**config.mk**
```make
export PLATFORM = sky130hd
export DESIGN_NAME = tcgr_seq
export DESIGN_NICKNAME = d
export VERILOG_FILES = /design/src/hw/rtl/tcgr_pkg.sv /design/src/hw/rtl/tcgr_seq.sv
export SDC_FILE = /design/constraint.sdc
export NUM_CORES = 1
export LEC_CHECK = 0
export BUFFER_PORTS_ARGS = -buffer_cell sky130_fd_sc_hd__buf_4
export CORE_AREA = 2 2 156 196
export CTS_CLUSTER_DIAMETER = 100
export DETAILED_ROUTE_END_ITERATION = 10
export DIE_AREA = 0 0 158 198
export GPL_TIMING_DRIVEN = 0
export PLACE_DENSITY = 0.55
export SLEW_MARGIN = 10
export SYNTH_ARGS = -nofsm -noshare
export SYNTH_HDL_FRONTEND = slang
export SYNTH_SLANG_ARGS = --single-unit
```
**constraint.sdc**
```tcl
create_clock -name clk -period 4.7 [get_ports clk]
set_input_delay 0 -clock clk [delete_from_list [all_inputs] [get_ports clk]]
set_output_delay 0 -clock clk [all_outputs]
set_load 0.05 [all_outputs]
```
**src/hw/rtl/tcgr_pkg.sv**
```systemverilog
// ----------------------------------------------------------------------------
// Text console glyph renderer package
// Shared types, codes and constants for the console renderer modules.
// ----------------------------------------------------------------------------
package tcgr_pkg;

  localparam int GLYPH_WIDTH   = 8;
  localparam int GLYPH_HEIGHT  = 12;
  localparam int MAX_COLUMNS   = 256;
  localparam int MAX_ROWS      = 256;
  localparam int TAB_STOP      = 8;

  localparam int CURSOR_W      = 9;
  localparam int CURSOR_MAX    = 511;
  localparam int REG_W         = 9;
  localparam int COLUMNS_RESET = 80;
  localparam int ROWS_RESET    = 40;
  localparam int FONT_ADDR_W   = 12;

  // Configuration register indexes.
  typedef enum logic {
    REG_COLUMNS = 1'b0,
    REG_ROWS    = 1'b1
  } reg_idx_t;

  // Input opcodes.
  localparam logic OP_CHAR      = 1'b0;
  localparam logic OP_FONT_LOAD = 1'b1;

  // Result kinds.
  localparam logic KIND_DRAW   = 1'b0;
  localparam logic KIND_SCROLL = 1'b1;

  // Console control bytes.
  localparam logic [7:0] CHR_NUL   = 8'h00;
  localparam logic [7:0] CHR_BS    = 8'h08;
  localparam logic [7:0] CHR_TAB   = 8'h09;
  localparam logic [7:0] CHR_LF    = 8'h0A;
  localparam logic [7:0] CHR_SPACE = 8'h20;

  typedef struct packed {
    logic        opcode;
    logic [7:0]  char_code;
    logic [11:0] font_addr;
    logic [7:0]  font_byte;
  } in_t;

  typedef struct packed {
    logic        kind;
    logic [10:0] pixel_x;
    logic [11:0] pixel_y;
    logic [7:0]  pattern;
    logic        last;
  } out_t;

  // Screen size after clamping, each in 1..256.
  typedef struct packed {
    logic [REG_W-1:0] cols;
    logic [REG_W-1:0] nrows;
  } screen_t;

  // Font store access: one write port and one read port.
  typedef struct packed {
    logic                   we;
    logic [FONT_ADDR_W-1:0] waddr;
    logic [7:0]             wdata;
    logic                   re;
    logic [FONT_ADDR_W-1:0] raddr;
  } font_req_t;

endpackage

```
**src/hw/rtl/tcgr_seq.sv**
```systemverilog
// ----------------------------------------------------------------------------
// Console sequencer
// Interprets console bytes, keeps the cursor, and steps through the glyph
// rows of one character, one font read per cycle unless the output stalls, into the output register.
// ----------------------------------------------------------------------------
module tcgr_seq #(
  parameter int GLYPH_HEIGHT = tcgr_pkg::GLYPH_HEIGHT
) (
  input  logic                clk,
  input  logic                rst,
  input  tcgr_pkg::screen_t   scr,
  input  logic                in_valid,
  output logic                in_ready,
  input  tcgr_pkg::in_t       in_data,
  output logic                out_valid,
  input  logic                out_ready,
  output tcgr_pkg::out_t      out_data,
  output tcgr_pkg::font_req_t font_req,
  input  logic [7:0]          font_rdata
);

  localparam int DEPTH = 256 * GLYPH_HEIGHT;
  localparam int ROW_W = $clog2(GLYPH_HEIGHT);
  localparam int CW    = tcgr_pkg::CURSOR_W;
  localparam int AW    = tcgr_pkg::FONT_ADDR_W;

  typedef enum logic [1:0] {
    S_IDLE,
    S_SCROLL,
    S_DRAW
  } state_t;

  state_t         state;
  logic [CW-1:0]  cursor_col;
  logic [CW-1:0]  cursor_row;
  logic [7:0]     draw_col;
  logic [AW-1:0]  glyph_base;
  logic [11:0]    row_base;
  logic [ROW_W-1:0] row_cnt;
  logic           pend;
  logic [11:0]    pend_y;
  logic           pend_last;

  logic           in_fire;
  logic           load_out;
  logic           rd_go;
  logic           scroll_go;
  logic           row_done;

  logic [CW-1:0]  bs_col;
  logic           bs_draw;
  logic [CW:0]    tab_sum;
  logic [CW:0]    tab_stop_col;
  logic [CW-1:0]  tab_col;
  logic [CW-1:0]  inc_row;
  logic           wrap;
  logic [CW-1:0]  p_col;
  logic [CW-1:0]  p_row;
  logic           scroll;
  logic [CW-1:0]  d_row;

  assign in_ready  = (state == S_IDLE) && !pend;
  assign in_fire   = in_valid && in_ready;
  assign load_out  = pend && (!out_valid || out_ready);
  assign rd_go     = (state == S_DRAW) && (!pend || load_out);
  assign scroll_go = (state == S_SCROLL) && (!out_valid || out_ready);
  assign row_done  = (row_cnt == ROW_W'(GLYPH_HEIGHT - 1));

  // Cursor arithmetic for each kind of console byte.
  always_comb begin
    bs_col       = (cursor_col != '0) ? cursor_col - CW'(1) : cursor_col;
    bs_draw      = (bs_col < scr.cols) && (cursor_row < scr.nrows);
    tab_sum      = {1'b0, cursor_col} + (CW+1)'(tcgr_pkg::TAB_STOP);
    tab_stop_col = (CW+1)'((tab_sum / tcgr_pkg::TAB_STOP) * tcgr_pkg::TAB_STOP);
    tab_col      = (tab_stop_col > (CW+1)'(tcgr_pkg::CURSOR_MAX)) ?
                   CW'(tcgr_pkg::CURSOR_MAX) : tab_stop_col[CW-1:0];
    inc_row      = (cursor_row == CW'(tcgr_pkg::CURSOR_MAX)) ?
                   cursor_row : cursor_row + CW'(1);
    wrap         = (cursor_col >= scr.cols);
    p_col        = wrap ? '0 : cursor_col;
    p_row        = wrap ? inc_row : cursor_row;
    scroll       = (p_row >= scr.nrows);
    d_row        = scroll ? scr.nrows - CW'(1) : p_row;
  end

  always_comb begin
    font_req.we    = in_fire && (in_data.opcode == tcgr_pkg::OP_FONT_LOAD) &&
                     ({1'b0, in_data.font_addr} < (AW+1)'(DEPTH));
    font_req.waddr = in_data.font_addr;
    font_req.wdata = in_data.font_byte;
    font_req.re    = rd_go;
    font_req.raddr = glyph_base + AW'(row_cnt);
  end

  always_ff @(posedge clk) begin
    if (rst) begin
      state      <= S_IDLE;
      cursor_col <= '0;
      cursor_row <= '0;
      row_cnt    <= '0;
      pend       <= 1'b0;
      out_valid  <= 1'b0;
    end else begin
      // Command decode on an accepted console byte.
      if (in_fire && (in_data.opcode == tcgr_pkg::OP_CHAR)) begin
        row_cnt <= '0;
        case (in_data.char_code)
          tcgr_pkg::CHR_NUL: begin
          end
          tcgr_pkg::CHR_BS: begin
            cursor_col <= bs_col;
            draw_col   <= bs_col[7:0];
            row_base   <= 12'(cursor_row[7:0] * GLYPH_HEIGHT);
            glyph_base <= AW'(tcgr_pkg::CHR_SPACE * GLYPH_HEIGHT);
            if (bs_draw) begin
              state <= S_DRAW;
            end
          end
          tcgr_pkg::CHR_LF: begin
            cursor_col <= '0;
            cursor_row <= inc_row;
          end
          tcgr_pkg::CHR_TAB: begin
            cursor_col <= tab_col;
          end
          default: begin
            // The wrapped column is below 256, so the advance cannot saturate.
            cursor_col <= p_col + CW'(1);
            cursor_row <= d_row;
            draw_col   <= p_col[7:0];
            row_base   <= 12'(d_row[7:0] * GLYPH_HEIGHT);
            glyph_base <= AW'(in_data.char_code * GLYPH_HEIGHT);
            state      <= scroll ? S_SCROLL : S_DRAW;
          end
        endcase
      end

      if (scroll_go) begin
        state <= S_DRAW;
      end

      // One font read per cycle while the read data register can take it.
      if (rd_go) begin
        pend      <= 1'b1;
        pend_y    <= row_base + 12'(row_cnt);
        pend_last <= row_done;
        row_cnt   <= row_cnt + ROW_W'(1);
        if (row_done) begin
          state <= S_IDLE;
        end
      end else if (load_out) begin
        pend <= 1'b0;
      end

      // Output register.
      if (load_out) begin
        out_valid        <= 1'b1;
        out_data.kind    <= tcgr_pkg::KIND_DRAW;
        out_data.pixel_x <= {draw_col, 3'b000};
        out_data.pixel_y <= pend_y;
        out_data.pattern <= font_rdata;
        out_data.last    <= pend_last;
      end else if (scroll_go) begin
        out_valid        <= 1'b1;
        out_data.kind    <= tcgr_pkg::KIND_SCROLL;
        out_data.pixel_x <= '0;
        out_data.pixel_y <= '0;
        out_data.pattern <= '0;
        out_data.last    <= 1'b0;
      end else if (out_ready) begin
        out_valid <= 1'b0;
      end
    end
  end

endmodule

```
### Word level (Yosys, flattened, before mapping)

Index checks and enable logic that the tools add are counted.
W data, S select, Z words.

| storage, ports and cells | value |
|---|---|
| register bits | 101 |
| bits in latches | 0 |
| RAM bits | 0 |
| memory bits (read-only) | 0 |
| input port bits | 59 |
| output and inout bits | 69 |
| logic and storage cells | 99 |
| memories kept | 0 |

| operators by class | value |
|---|---|
| add/sub/neg operators | 8 |
| multipliers | 3 |
| div/mod/pow operators | 0 |
| $lt $le $gt $ge | 6 |
| equal/unequal tests | 7 |
| shifts and indexed selects | 0 |
| muxes and demuxes | 27 |
| bitwise gates (word level) | 5 |
| reductions and logical operators | 27 |

Operator list:

| kind | count |
|---|---|
| $mux W9 | 6 |
| $pmux W12 S2 | 2 |
| $pmux W9 S4 | 1 |
| $mux W33 | 1 |
| $mux W32 | 1 |
| $mul A8 B2 Y10 const B | 3 |
| $add A12 B4 Y12 | 2 |
| $eq A8 B4 Y1 const B | 3 |
| $add A9 B1 Y9 const B | 2 |
| $ge A9 B9 Y1 | 2 |
| $lt A9 B9 Y1 | 2 |
| $pmux W9 S2 | 1 |
| $sub A9 B1 Y9 const B | 2 |
| $pmux W8 S2 | 1 |
| $lt A12 B12 Y1 const B | 1 |
| $mux W2 | 6 |
| $add A9 B4 Y10 const B | 1 |
| $gt A10 B9 Y1 const B | 1 |
| $eq A9 B9 Y1 const B | 1 |
| $logic_and A1 B1 Y1 | 9 |
| $reduce_bool A9 Y1 | 1 |
| $logic_not A8 Y1 | 1 |
| $mux W4 | 2 |
| $reduce_and A2 Y1 | 4 |
| 14 further kinds | 27 |

### Depth between registers and ports, before layout

Gate-level depths: netlist of run 1.

| depth | value |
|---|---|
| depth after elaboration | 10 |
| mapped depth | 24 |
| gate-level depth less buffers | 22 |

### Worst setup path after synthesis of run 1

No wires, ideal clock.

| timing | value |
|---|---|
| path type | reg-to-reg |
| start | register pend |
| end | register draw_col[0], enable pin |
| setup time | 484 ps |
| arrival time | 5,143 ps |
| required time | 4,216 ps |
| setup slack | -927 ps |
| stages on the path, launching flop included | 7 |
| buffers on the path | 1 |
| clock period less this slack | 5,627 ps |
| cell sequence | dfxtp_1 > nor3_1 > nand2_1 > nor2_1 > nand2_1 > clkbuf_1 > nor4_1 |

| on the way | value |
|---|---|
| cells in the longest elaborated chain, start to end | 5 |

Ends and longest elaborated chain:

| what | RTL line | text |
|---|---|---|
| start: declaration | tcgr_seq.sv:40 | `logic pend;` |
| start signal: assignment | tcgr_seq.sv:101 | `pend <= 1'b0;` |
| start signal: assignment | tcgr_seq.sv:144 | `pend <= 1'b1;` |
| start signal: assignment | tcgr_seq.sv:152 | `pend <= 1'b0;` |
| $logic_not A1 Y1 | tcgr_seq.sv:62 | `assign in_ready = (state == S_IDLE) && !pend;` |
| $logic_and A1 B1 Y1 | tcgr_seq.sv:62 |  |
| net in_ready | tcgr_seq.sv:13 | `output logic in_ready,` |
| $logic_and A1 B1 Y1 | tcgr_seq.sv:63 | `assign in_fire = in_valid && in_ready;` |
| $logic_and A1 B1 Y1 | tcgr_seq.sv:105 | `if (in_fire && (in_data.opcode == tcgr_pkg::OP_CHAR)) begin` |
| $reduce_and A3 Y1 (no source line) | -- |  |
| end signal: assignment | tcgr_seq.sv:112 | `draw_col <= bs_col[7:0];` |
| end signal: assignment | tcgr_seq.sv:130 | `draw_col <= p_col[7:0];` |
| end: declaration | tcgr_seq.sv:36 | `logic [7:0] draw_col;` |

The timed path passes the listed nets, and every way through them passes these cells.
A chain may end at the register's enable or synchronous reset.

### Worst setup path after layout of run 1

| timing | value |
|---|---|
| start | register cursor_col[0] |
| end | register row_base[11] (data pin) |

| on the way | value |
|---|---|
| cells in the longest elaborated chain, start to end | 6 |

Ends and longest elaborated chain:

| what | RTL line | text |
|---|---|---|
| start: declaration | tcgr_seq.sv:34 | `logic [CW-1:0] cursor_col;` |
| start signal: assignment | tcgr_seq.sv:111 | `cursor_col <= bs_col;` |
| start signal: assignment | tcgr_seq.sv:124 | `cursor_col <= tab_col;` |
| start signal: assignment | tcgr_seq.sv:128 | `cursor_col <= p_col + CW'(1);` |
| $ge A9 B9 Y1 (*) | tcgr_seq.sv:79 | `wrap = (cursor_col >= scr.cols);` |
| $mux W9 (*) | tcgr_seq.sv:81 | `p_row = wrap ? inc_row : cursor_row;` |
| $ge A9 B9 Y1 | tcgr_seq.sv:82 | `scroll = (p_row >= scr.nrows);` |
| $mux W9 (*) | tcgr_seq.sv:83 | `d_row = scroll ? scr.nrows - CW'(1) : p_row;` |
| $mul A8 B2 Y10 (*) | tcgr_seq.sv:131 | `row_base <= 12'(d_row[7:0] * GLYPH_HEIGHT);` |
| $pmux W12 S2 (*) | tcgr_seq.sv:107 | `case (in_data.char_code)` |
| end signal: assignment | tcgr_seq.sv:113 | `row_base <= 12'(cursor_row[7:0] * GLYPH_HEIGHT);` |
| end signal: assignment | tcgr_seq.sv:131 |  |
| end: declaration | tcgr_seq.sv:38 | `logic [11:0] row_base;` |

Mark *: on every way between the ends. The rest lies on a longest branch, timed or not. The select of a mux whose other input is x is not followed.

==> impl_results.md, run 1 <==
- Remaining DRCs: 0
- Drt first pass iters: 5
- Worst R2R End: row_base[11]$_DFFE_PP_
- Chip height: between 150 and 200 µm
- VDD IR max: 0.145 mV
- Reg area: around 2700 µm²
- Root buffer cell: clkbuf_16
- DR WL/cell: roughly 14 µm
- CP Data Arrival Time: ~4600 ps
- Total Wirelength: slightly below 20000 µm
- Worst Setup Path Type: reg2reg
- Setup crit end: row_base[11]$_DFFE_PP_
- Least-Margin Pin Slew: around 1100 ps
- Slowest cell on the critical path: dfxtp_4
- Antenna violation net count after detailed routing: 0
- Cell Count, Final, Fillers Out: 1361
- Post-Syn Instances: ~800
- Outcome: finished, final reports clean
- Synth-to-Final Area Change: 34.1%
- Synth Register Bits: slightly below 100
- # rows: 71
- Slew headroom: 0.287
- Ant. Diodes: 0
- Grt ovf: 0
- Setup crit start kind: flip-flop
- Max clock buf depth: 2
- Top post-synthesis cells by count: ha_1, edfxtp_1, a21oi_1, inv_1, nand2_1
- Dpl cells: roughly 1300
- Hold WC Path Type: in2reg
- Clock skew: between 10 and 15 ps
- Final Hold Vio Count: 0
- Async S/R FF share, synth: 0
- CTS tree: yes
- Post-synth EDFFs: 71
- Initial DRC Count: 384
- Vias: about 6300
- RR Startpoint: cursor_col[0]$_SDFFE_PP0P_
- Final Setup Violations: 0
- Area contributors post-synth: edfxtp_1, ha_1, dfxtp_1, xnor2_1, a21oi_1
- Die area: roughly 31000 µm²
- Dpl hpwl: 14900 µm
- Initial antenna violation count: 0
- Vias in the first global route: roughly 6000
- Sequential fraction of the synthesis area: 0.365
- Mean number of vias per cell: 4.60
- CP Cell Sequence: inv_4 > ha_4 > nand2b_4 > a41o_1 > a211oi_4 > buf_6 > buf_8 > o21bai_2 > ha_1 > nand2_1 > nor2_1 > a211oi_2 > and3_4 > buf_12 > mux2_4 > ha_4 > a21oi_2 > o21bai_1 > a41oi_2 > o21bai_2 > a2111oi_2 > nor3_1
- Largest net degree at the start of global routing: 19
- YS warnings: 0
- CTS sink cnt: 97
- Starting density of the core: 0.245
- CTS buffer count: 9
- H-Tree Depth: 3
- Max_cap viols: 0
- Max FO, Critical Path: 5
- Core Box Area: slightly below 30000 µm²
- Synth top area share: 0.294
- Power density cells: around 240 nW/µm²
- Share of cells above drive strength 1: 0.279
- Top-Level Pins: between 100 and 150
- # nets final: around 1100
- Final worst-path cycle share: 0.961
- Cell variety after synth: 65
- Clk_lat worst skew: between 300 and 400 ps
- Worst EP required: between 4000 and 5000 ps
- Worst setup startpoint: cursor_col[0]$_SDFFE_PP0P_
- Fin crit period: roughly 4500 ps
- Leak pwr: about 4.2 nW
- Final Worst Setup Slack: ~180 ps
- Fmax: between 200 and 250 MHz
- Max-slew violation count: 0
- Crit. End Element: flip-flop
- Post-synth top area cell: edfxtp_1
- First-pass GRT wire length: approximately 30000 µm
- Post-synth top flop: edfxtp_1
- Die Wd: 158 µm
- Reg2Reg Setup Slack: ~180 ps
- Tot GR Track Use: 0.122
- Buffers on Ports: 105
- Final Wtd Congestion: 0.875
- Post-Syn Area per Cell: a little over 9 µm²
- Worst path max stage delay: 360 ps
- Mapped Area: ~7300 µm²
- Top-count cell post-synth: ha_1
- Reg2reg path depth: 22
- Fillers: 3071
- Area of the multi-input gates: around 4500 µm²
- CTS clk-pin slew, worst paths: about 80 ps
- Pre-CTS WS: -1070 ps
==> report_power, final <==
group	switching [W]	internal (W)	leakage, nW
logic	0.000386	0.000283	3.19
clock network	0.000346	0.000369	0.135
registers	0.0000242	0.000959	0.872
==> cell families after synthesis <==
group,synth area share
mux,0.00862
flops,0.365
compound gates,0.151
buf+inv,0.0750
other cells,0.000517
fa+ha+maj,0.144
xor+xnor,0.0627
simple gates,0.193
==> through the flow <==
stage | util | instance area, µm² | power, W | hold slack [ps] | setup TNS (ps)
2_1_floorplan | - | 7340 | 0.00142 | 167 | 0
3_3_place_gp | 0.291 | 8630 | 0.00159 | 255 | -5960
3_5_place_dp | 0.293 | 8690 | 0.00160 | 255 | -5830
4_1_cts | 0.318 | 9430 | 0.00237 | 25.1 | -44.9
5_1_grt | 0.328 | 9740 | 0.00249 | 42.2 | -87.1
6_report | 0.328 | 9740 | 0.00237 | 33.2 | 0
==> critical path, delay by kind of cell, from the launching register on <==
kind                     cells  cell delay (ps)
AO/OA/AOI/OAI                9             1710
adder cells (fa/ha/maj)      3              750
AND/OR/NAND/NOR              5              610
buffers and inverters        4              480
flip-flops                   1              360
multiplexers                 1              340
==> repair_timing <==
item | in CTS | in global routing
hold buffers | 9 | 0
resized for setup | 44 | 48
setup buffers | 21 | 14
pin swaps | 18 | 24
endpoints found under the hold margin | 9 | 0
setup endpoints to repair | 11 | 6
==> cell usage in the layout (no fill, tap or decap), types with 15 or more instances in the layout <==
| cell type | instances |
|---|---|
| nand3_1 | 20 |
| a21oi_1 | 53 |
| and2_1 | 15 |
| nor2_1 | 43 |
| buf_4 | 164 |
| xnor2_1 | 33 |
| ha_1 | 65 |
| nor3_1 | 28 |
| dfxtp_1 | 17 |
| xor2_1 | 17 |
| clkbuf_1 | 24 |
| and3_1 | 39 |
| inv_1 | 53 |
| o21ai_0 | 29 |
| a21o_1 | 18 |
| nand2_1 | 55 |
| edfxtp_1 | 71 |
==> layout make-up <==
class | count | share of cell area
inverters | 56 | 0.0218
well taps | 401 | 0.0515
clock buffers | 9 | 0.0231
plain buffers | 58 | 0.0377
flip-flops and latches | 97 | 0.275
repair buffers | 153 | 0.123
multi-input cells | 580 | 0.462
clock inverters | 7 | 0.00630
==> per-layer routing <==
metal | GRT usage | share of wire | vias to the layer above
li1 | - | - | 3126
met3 | 0.0186 | 0.071 | 36
met1 | 0.140 | 0.39 | 2882
met2 | 0.225 | 0.51 | 213
met5 | 0 | 0 | -
met4 | 0.0464 | 0.027 | 0
==> flip-flops by register name, indices dropped and copies added (netlist names), 2 cells and up <==
signal,count
out_data,30
row_base,10
glyph_base,10
row_cnt,4
cursor_row,9
pend_y,12
state,2
cursor_col,9
draw_col,8
==> worst min path at each step <==
stage                            from                           end  slack, ps  cells past startpoint
after global placement     in_data[6]                  font_req[19]        250                      2
after floorplan            in_data[0]                  font_req[13]        170                      1
after CTS                 in_data[27]  glyph_base[10]$_SDFFCE_PP0P_         30                      3
after detailed placement  in_data[16]                  font_req[29]        250                      2
after global routing      in_data[20]   glyph_base[2]$_SDFFCE_PP0P_         40                      3
final                     in_data[20]   glyph_base[2]$_SDFFCE_PP0P_         30                      3
Power figures use the tool's default switching activity.
==> run 2: changes to the inputs <==
--- a/config.mk
+++ b/config.mk
@@ -5,11 +5,13 @@
 export SDC_FILE = /design/constraint.sdc
 export NUM_CORES = 1
 export LEC_CHECK = 0
+export ABC_AREA = 1
 export BUFFER_PORTS_ARGS = -buffer_cell sky130_fd_sc_hd__buf_4
-export CORE_AREA = 2 2 156 196
+export CAP_MARGIN = 10
+export CORE_AREA = 2 2 158 199
 export CTS_CLUSTER_DIAMETER = 100
 export DETAILED_ROUTE_END_ITERATION = 10
-export DIE_AREA = 0 0 158 198
+export DIE_AREA = 0 0 160 201
 export GPL_TIMING_DRIVEN = 0
 export PLACE_DENSITY = 0.55
 export SLEW_MARGIN = 10
==> run 2 against run 1 <==
  * First-iteration DRC count fell by 22%
  * Non-clock buffer count fell by 37
  * Setup slack improved by 160 ps
  * Count of clock-buffer cells in the layout did not move
  * Critical path type unchanged
  * Critical endpoint is now row_base[9]$_DFFE_PP_
==> impl_results.md, run 2 <==
- Outcome: finished, final reports clean
- H-Tree Depth: 3
- TNS Setup: 0 ps
- Met2 usage: 0.214
- Final Worst Setup Slack: about 340 ps
- GR Util met3: 0.0190
- Reg2reg path depth: 33
- VDD IR max: 0.152 mV
- Max-slew violation count: 0
- Worst Setup Path Type: reg2reg
- Fmax: ~230 MHz
- Slew headroom: 0.268
- Initial antenna violation count: 0
- Top post-synthesis cells by count: nand2_1, inv_1, nor2_1
- Slowest cell on the critical path: dfxtp_2
- Sequential fraction of the synthesis area: 0.354
- Placed Instance Area: approximately 9000 µm²
- Cell variety after synth: 48
- Die Wd: 160 µm
- Total Wirelength: just under 20000 µm
- Drt first pass iters: 5
- Tot GR Track Use: 0.119
- Fin crit period: between 4000 and 5000 ps
- Simple-gate portion of the synthesized area: 0.244
- Min-Delay Path Depth: 3
- CTS buffer count: 9
- CTS tree: yes
- CP Data Arrival Time: roughly 4500 ps
- Buffers on Ports: around 110
- Top-count cell post-synth: nand2_1
- Remaining DRCs: 0
- Largest net degree at the start of global routing: 23
- Root buffer cell: clkbuf_16
- Reg2Reg Setup Slack: ~340 ps
- Synth top area share: 0.284
- Grt ovf: 0
- Post-Syn Area per Cell: between 7 and 8 µm²
- Clk_lat worst skew: ~350 ps
- Power density cells: about 270 nW/µm²
- Mean number of vias per cell: approximately 4.3
- Combinational family with the most area after synthesis: simple AND/OR/NAND/NOR gates
- Worst path max stage delay: between 400 and 500 ps
- Hold Startpoint: in_data[20]
- Dpl hpwl: between 15000 and 20000 µm
- Worst EP required: 4800 ps
- CTS sink cnt: 97
- Chip height: roughly 200 µm
- Most frequent CP cell: nand2_2
- Antenna violation net count after detailed routing: 0
- Vias: 6524
- Final Hold Vio Count: 0
- Core Box Area: roughly 30000 µm²
- Crit. End Element: flip-flop
- DR WL/cell: 12.8 µm
- First-pass GRT wire length: 31200 µm
- Fillers: between 3000 and 4000
- Max clock buf depth: 2
- Area contributors post-synth: edfxtp_1, ha_1, nand2_1, inv_1, dfxtp_1
- GR Util met1: 0.143
- Post-synth EDFFs: between 70 and 80
- Most Used Layer, Global Route: met2
- Synth Area in Adders: 0.139
- Max FO, Critical Path: 10
- Final Wtd Congestion: around 0.86
- Post-synth top area cell: edfxtp_1
- # rows: around 70
- Mapped Area: between 7000 and 8000 µm²
- Max reg flops: 30
- Mux share of post-synthesis cell area: 0
- Final Setup Violations: 0
- Most common cell after layout, fill and taps aside: nand2_1
- Pre-CTS WS: -479 ps
- Clock skew: between 15 and 20 ps
- Starting density of the core: 0.246
- Initial DRC Count: 300
- Final instance area: about 9600 µm²
- Post-Syn Instances: approximately 960
- Vias in the first global route: slightly above 6000
- Share of cells above drive strength 1: 0.227
- Most flops, register: out_data
- Hold WC Path Type: in2reg
- RR Startpoint: cursor_row[1]$_SDFFE_PP0P_
- CTS clk-pin slew, worst paths: around 80 ps
- Ant. Diodes: 0
- Worst R2R End: row_base[9]$_DFFE_PP_
- Top-Level Pins: between 100 and 150
- Least-Margin Pin Slew: roughly 1100 ps
- Synth Register Bits: just under 100
- Post-synth top flop: edfxtp_1
- Final worst-path cycle share: 0.928
- Leak pwr: between 4 and 5 nW
- Hold WS: roughly 39 ps
- Most frequent cells in the layout: nand2_1, inv_1, buf_4
- Endpoint, Worst Hold: glyph_base[2]$_SDFFCE_PP0P_
- YS warnings: 0
- # nets final: approximately 1200
- Post-synthesis compound-gate area fraction: 0.103
- Die area: approximately 32000 µm²
- Setup crit start kind: flip-flop
- Max_cap viols: 0
- Xor/xnor share of the synthesized area: 0.0444
- Biggest regs: out_data (30), pend_y (12)
- Synth-to-Final Area Change: 27.5%
- Async S/R FF share, synth: 0
## run 2: cell types whose count changed in the layout (fill, tap and decap cells not counted), moves of 14 or more
cell	change
a21o_1	-16
and3_1	-36
buf_4	-23
inv_1	+98
nand2_1	+124
nand3_1	+29
nor2_1	+46
nor3_1	-17
o21ai_0	+21
xnor2_1	-26
xor2_1	+14
## run 2: cells by family (layout without fill, tap and decap cells)
family / after synthesis / count (layout)
other: 1 / 3
and+or+nand+nor: 401 / 401
AOI/OAI and AO/OA: 141 / 141
adders and majority gates: 81 / 81
buffers and inverters: 200 / 346
DFF: 97 / 97
xor gates and xnor gates: 38 / 38
## run 2: worst max-delay path, delay by kind of cell, from the launching register on
family / cells / cell delay (ps)
buffers and inverters: 6 / 570
flip-flops: 1 / 440
AO/OA/AOI/OAI: 2 / 230
AND/OR/NAND/NOR: 21 / 1950
adder cells (fa/ha/maj): 3 / 680
XOR/XNOR: 1 / 200
## run 2: worst max path at each step
stage	slack [ps]	to	startpoint
global placement	-430	row_base[10]$_DFFE_PP_	cursor_col[4]$_SDFFE_PP0P_
finish	340	row_base[9]$_DFFE_PP_	cursor_row[1]$_SDFFE_PP0P_
global route	-10	row_base[9]$_DFFE_PP_	cursor_row[2]$_SDFFE_PP0P_
floorplan	390	row_base[10]$_DFFE_PP_	cursor_col[4]$_SDFFE_PP0P_
detailed placement	-480	row_base[10]$_DFFE_PP_	cursor_col[4]$_SDFFE_PP0P_
CTS	20	row_base[10]$_DFFE_PP_	cursor_row[5]$_SDFFE_PP0P_
## run 2: area by class of cell
type | instances | area [µm²] | area share
Multi-Input combinational cell | 664 | 4130 | 0.432
Sequential cell | 97 | 2690 | 0.281
Timing Repair Buffer | 130 | 1030 | 0.108
Inverter | 156 | 586 | 0.0612
Tap cell | 407 | 509 | 0.0532
Buffer | 44 | 303 | 0.0317
Clock buffer | 9 | 225 | 0.0235
Clock inverter | 7 | 86.3 | 0.00902
## run 2: timing repair
| action | 4_1_cts | 5_1_grt |
|---|---|---|
| hold endpoints to repair | 13 | 0 |
| setup endpoints to repair | 7 | 8 |
| buffers inserted | 2 | 7 |
| gates resized for setup | 18 | 41 |
| hold buffers | 12 | 0 |
| pin swaps | 3 | 6 |
## run 2: layer usage
metal | wire length, µm | up-vias
li1 | - | 3409
met1 | 8390 | 2918
met2 | 9740 | 178
met3 | 908 | 19
met4 | 362 | 0
met5 | 0 | -
## run 2: metrics by stage
stage               utilization  total power [W]  instances
global placement          0.290          0.00174       1474
CTS                       0.308          0.00252       1507
finish                    0.314          0.00254       1514
global route              0.314          0.00268       1514
floorplan                     -          0.00155        961
detailed placement        0.292          0.00175       1477
## run 2: power breakdown
part / switching, W / internal [W] / total (W)
Clock: 0.000372 / 0.000381 / 0.000752
Combinational: 0.000487 / 0.000291 / 0.000778
Sequential: 0.0000372 / 0.000973 / 0.00101
Total: 0.000896 / 0.00164 / 0.00254
==> run 3: changes to the inputs <==
--- a/config.mk
+++ b/config.mk
@@ -13,7 +13,7 @@
 export DETAILED_ROUTE_END_ITERATION = 10
 export DIE_AREA = 0 0 160 201
 export GPL_TIMING_DRIVEN = 0
-export PLACE_DENSITY = 0.55
+export PLACE_DENSITY = 0.54
 export SLEW_MARGIN = 10
 export SYNTH_ARGS = -nofsm -noshare
 export SYNTH_HDL_FRONTEND = slang
==> constraint.sdc (replaced) <==
create_clock -name clk -period 5.5 [get_ports clk]
set_input_delay 0 -clock clk [delete_from_list [all_inputs] [get_ports clk]]
set_output_delay 0 -clock clk [all_outputs]
set_load 0.1 [all_outputs]
==> run 3 against run 2 <==
  * Clock skew down 7.6 ps
  * First-iteration DRC count shrank 16%
  * Final cell count down 0.40%
  * Flip-flop and latch count unchanged
  * Hold slack gained 38 ps
  * Critical path type unchanged
  * Register-to-register slack better by 220 ps
  * Critical endpoint is now row_base[10]$_DFFE_PP_
  * Largest cell class unchanged
  * Total power down 13%
  * Highest routed layer unchanged
  * Global-route usage barely moved
  * Via count shrank 0.48%
  * Count of clock-buffer cells in the layout grew 1
==> impl_results.md, run 3 (same netlist as run 2, synthesis figures left out) <==
- Outcome: finished, final reports clean
- Clk_lat worst skew: between 300 and 400 ps
- Dpl hpwl: around 16000 µm
- Fin crit period: 4940 ps
- CTS buffer count: 9
- Max_cap viols: 0
- Most frequent CP cell: nand2_1
- Setup crit start kind: flip-flop
- Initial DRC Count: 251
- Slew headroom: 0.256
- Most flops, register: out_data
- Starting density of the core: 0.246
- Clock skew: 8.22 ps
- Ant. Diodes: 0
- Power density cells: 236 nW/µm²
- Most frequent cells in the layout: nand2_1, inv_1, buf_4
- Max reg flops: 30
- CP Data Arrival Time: a little over 5000 ps
- Dpl cells: between 1000 and 1500
- Grt ovf: 0
- Vias: 6493
- VDD IR max: between 0.1 and 0.15 mV
- First-pass GRT wire length: 31300 µm
- Tot GR Track Use: 0.119
- CTS clk-pin slew, worst paths: about 70 ps
- Fmax: approximately 200 MHz
- Crit. End Element: flip-flop
- CTS tree: yes
- Biggest regs: out_data (30), pend_y (12)
- Drt first pass iters: 6
- Fillers: 3262
- Buffers on Ports: around 110
- Initial antenna violation count: 0
- DR WL/cell: ~13 µm
- # rows: slightly above 70
- Hold WC Path Type: in2reg
- Mean number of vias per cell: around 4.3
- Final Util: 0.306
- TNS Setup: 0 ps
- Max-slew violation count: 0
- Chip height: approximately 200 µm
- Least-Margin Pin Slew: ~1100 ps
- Synth-to-Final Area Change: 24.2%
- Share of cells above drive strength 1: 0.195
- Leak pwr: between 4 and 5 nW
- Final Setup Violations: 0
- Root buffer cell: clkbuf_16
- Final worst-path cycle share: 0.898
- H-Tree Depth: 3
- Worst Setup Path Type: reg2reg
- Final Hold Vio Count: 0
- Final Wtd Congestion: 0.891
- Core Box Area: 30400 µm²
- Most common cell after layout, fill and taps aside: nand2_1
- Largest net degree at the start of global routing: 23
- Vias in the first global route: between 6000 and 7000
- Die Wd: between 150 and 200 µm
- Die area: between 30000 and 40000 µm²
- Total Wirelength: roughly 19000 µm
- RSZ-0062 raised after global routing: false
- Max clock buf depth: 2
- # nets final: around 1200
- Remaining DRCs: 0
- Worst EP required: between 5000 and 6000 ps
- Worst path max stage delay: approximately 400 ps
- Slowest cell on the critical path: dfxtp_1
- CTS sink cnt: just under 100
- Cell Count, Final, Fillers Out: 1508
- Max FO, Critical Path: 10
- Antenna violation net count after detailed routing: 0
- Top-Level Pins: 128
run 3: cell types whose count changed in the layout (fill, tap and decap cells not counted), sizes merged:
cell / delta
buf: -7
clkinv: -3
clkbuf: +2
clkinvlp: +1
inv: +1
run 3: path summary, 6_finish.rpt:
check / from / end / slack (ps) / depth (start not counted)
worst max-delay path: cursor_col[6]$_SDFFE_PP0P_ / row_base[10]$_DFFE_PP_ / 560 / 26
worst min-delay path: in_data[20] / glyph_base[2]$_SDFFCE_PP0P_ / 80 / 3
worst min register to register: pend$_SDFFE_PP0P_ / pend$_SDFFE_PP0P_ / 520 / 2
worst max register to register: cursor_col[6]$_SDFFE_PP0P_ / row_base[10]$_DFFE_PP_ / 560 / 26
run 3: through the flow:
| stage | setup WS [ps] | cell area, µm² | power [W] | hold WS, ps |
|---|---|---|---|---|
| CTS | 219 | 9290 | 0.00221 | 78.0 |
| finish | 560 | 9320 | 0.00220 | 77.3 |
| global placement | 286 | 8820 | 0.00157 | 219 |
| detailed placement | 244 | 8880 | 0.00159 | 236 |
| floorplan | 690 | 7510 | 0.00141 | 75.3 |
| global route | 65.6 | 9320 | 0.00233 | 95.8 |
run 3: timing repair:
item,in CTS,in global routing
setup endpoints to repair,0,2
resized for setup,0,6
hold buffers,12,0
setup buffers,0,3
endpoints found under the hold margin,13,0
run 3: layout make-up:
| cell class | count | area (µm²) | share of cell area |
|---|---|---|---|
| clock inverters | 6 | 50.0 | 0.00537 |
| inverters | 156 | 586 | 0.0628 |
| clock buffers | 10 | 239 | 0.0256 |
| multi-input cells | 664 | 4010 | 0.430 |
| repair buffers | 124 | 985 | 0.106 |
| plain buffers | 44 | 285 | 0.0306 |
| well taps | 407 | 509 | 0.0546 |
| flip-flops and latches | 97 | 2660 | 0.285 |
run 3: worst max-delay path: cells and delay by family (launching register included):
kind                       cells  cell delay, ps
adders and majority gates      3            1000
buffers and inverters          7            1090
DFF                            1             400
and+or+nand+nor               12            1290
AOI/OAI and AO/OA              4             890
run 3: metal layers:
layer / GRT usage / wire, µm
met3: 0.0194 / 953
met4: 0.0351 / 298
met5: 0 / 0
met1: 0.141 / 8260
met2: 0.219 / 9580
run 3: power breakdown:
part	internal [W]	leakage (nW)	switching, W
combinational	0.000229	3.41	0.000493
sequential	0.000832	0.845	0.0000303
clock	0.000326	0.141	0.000288
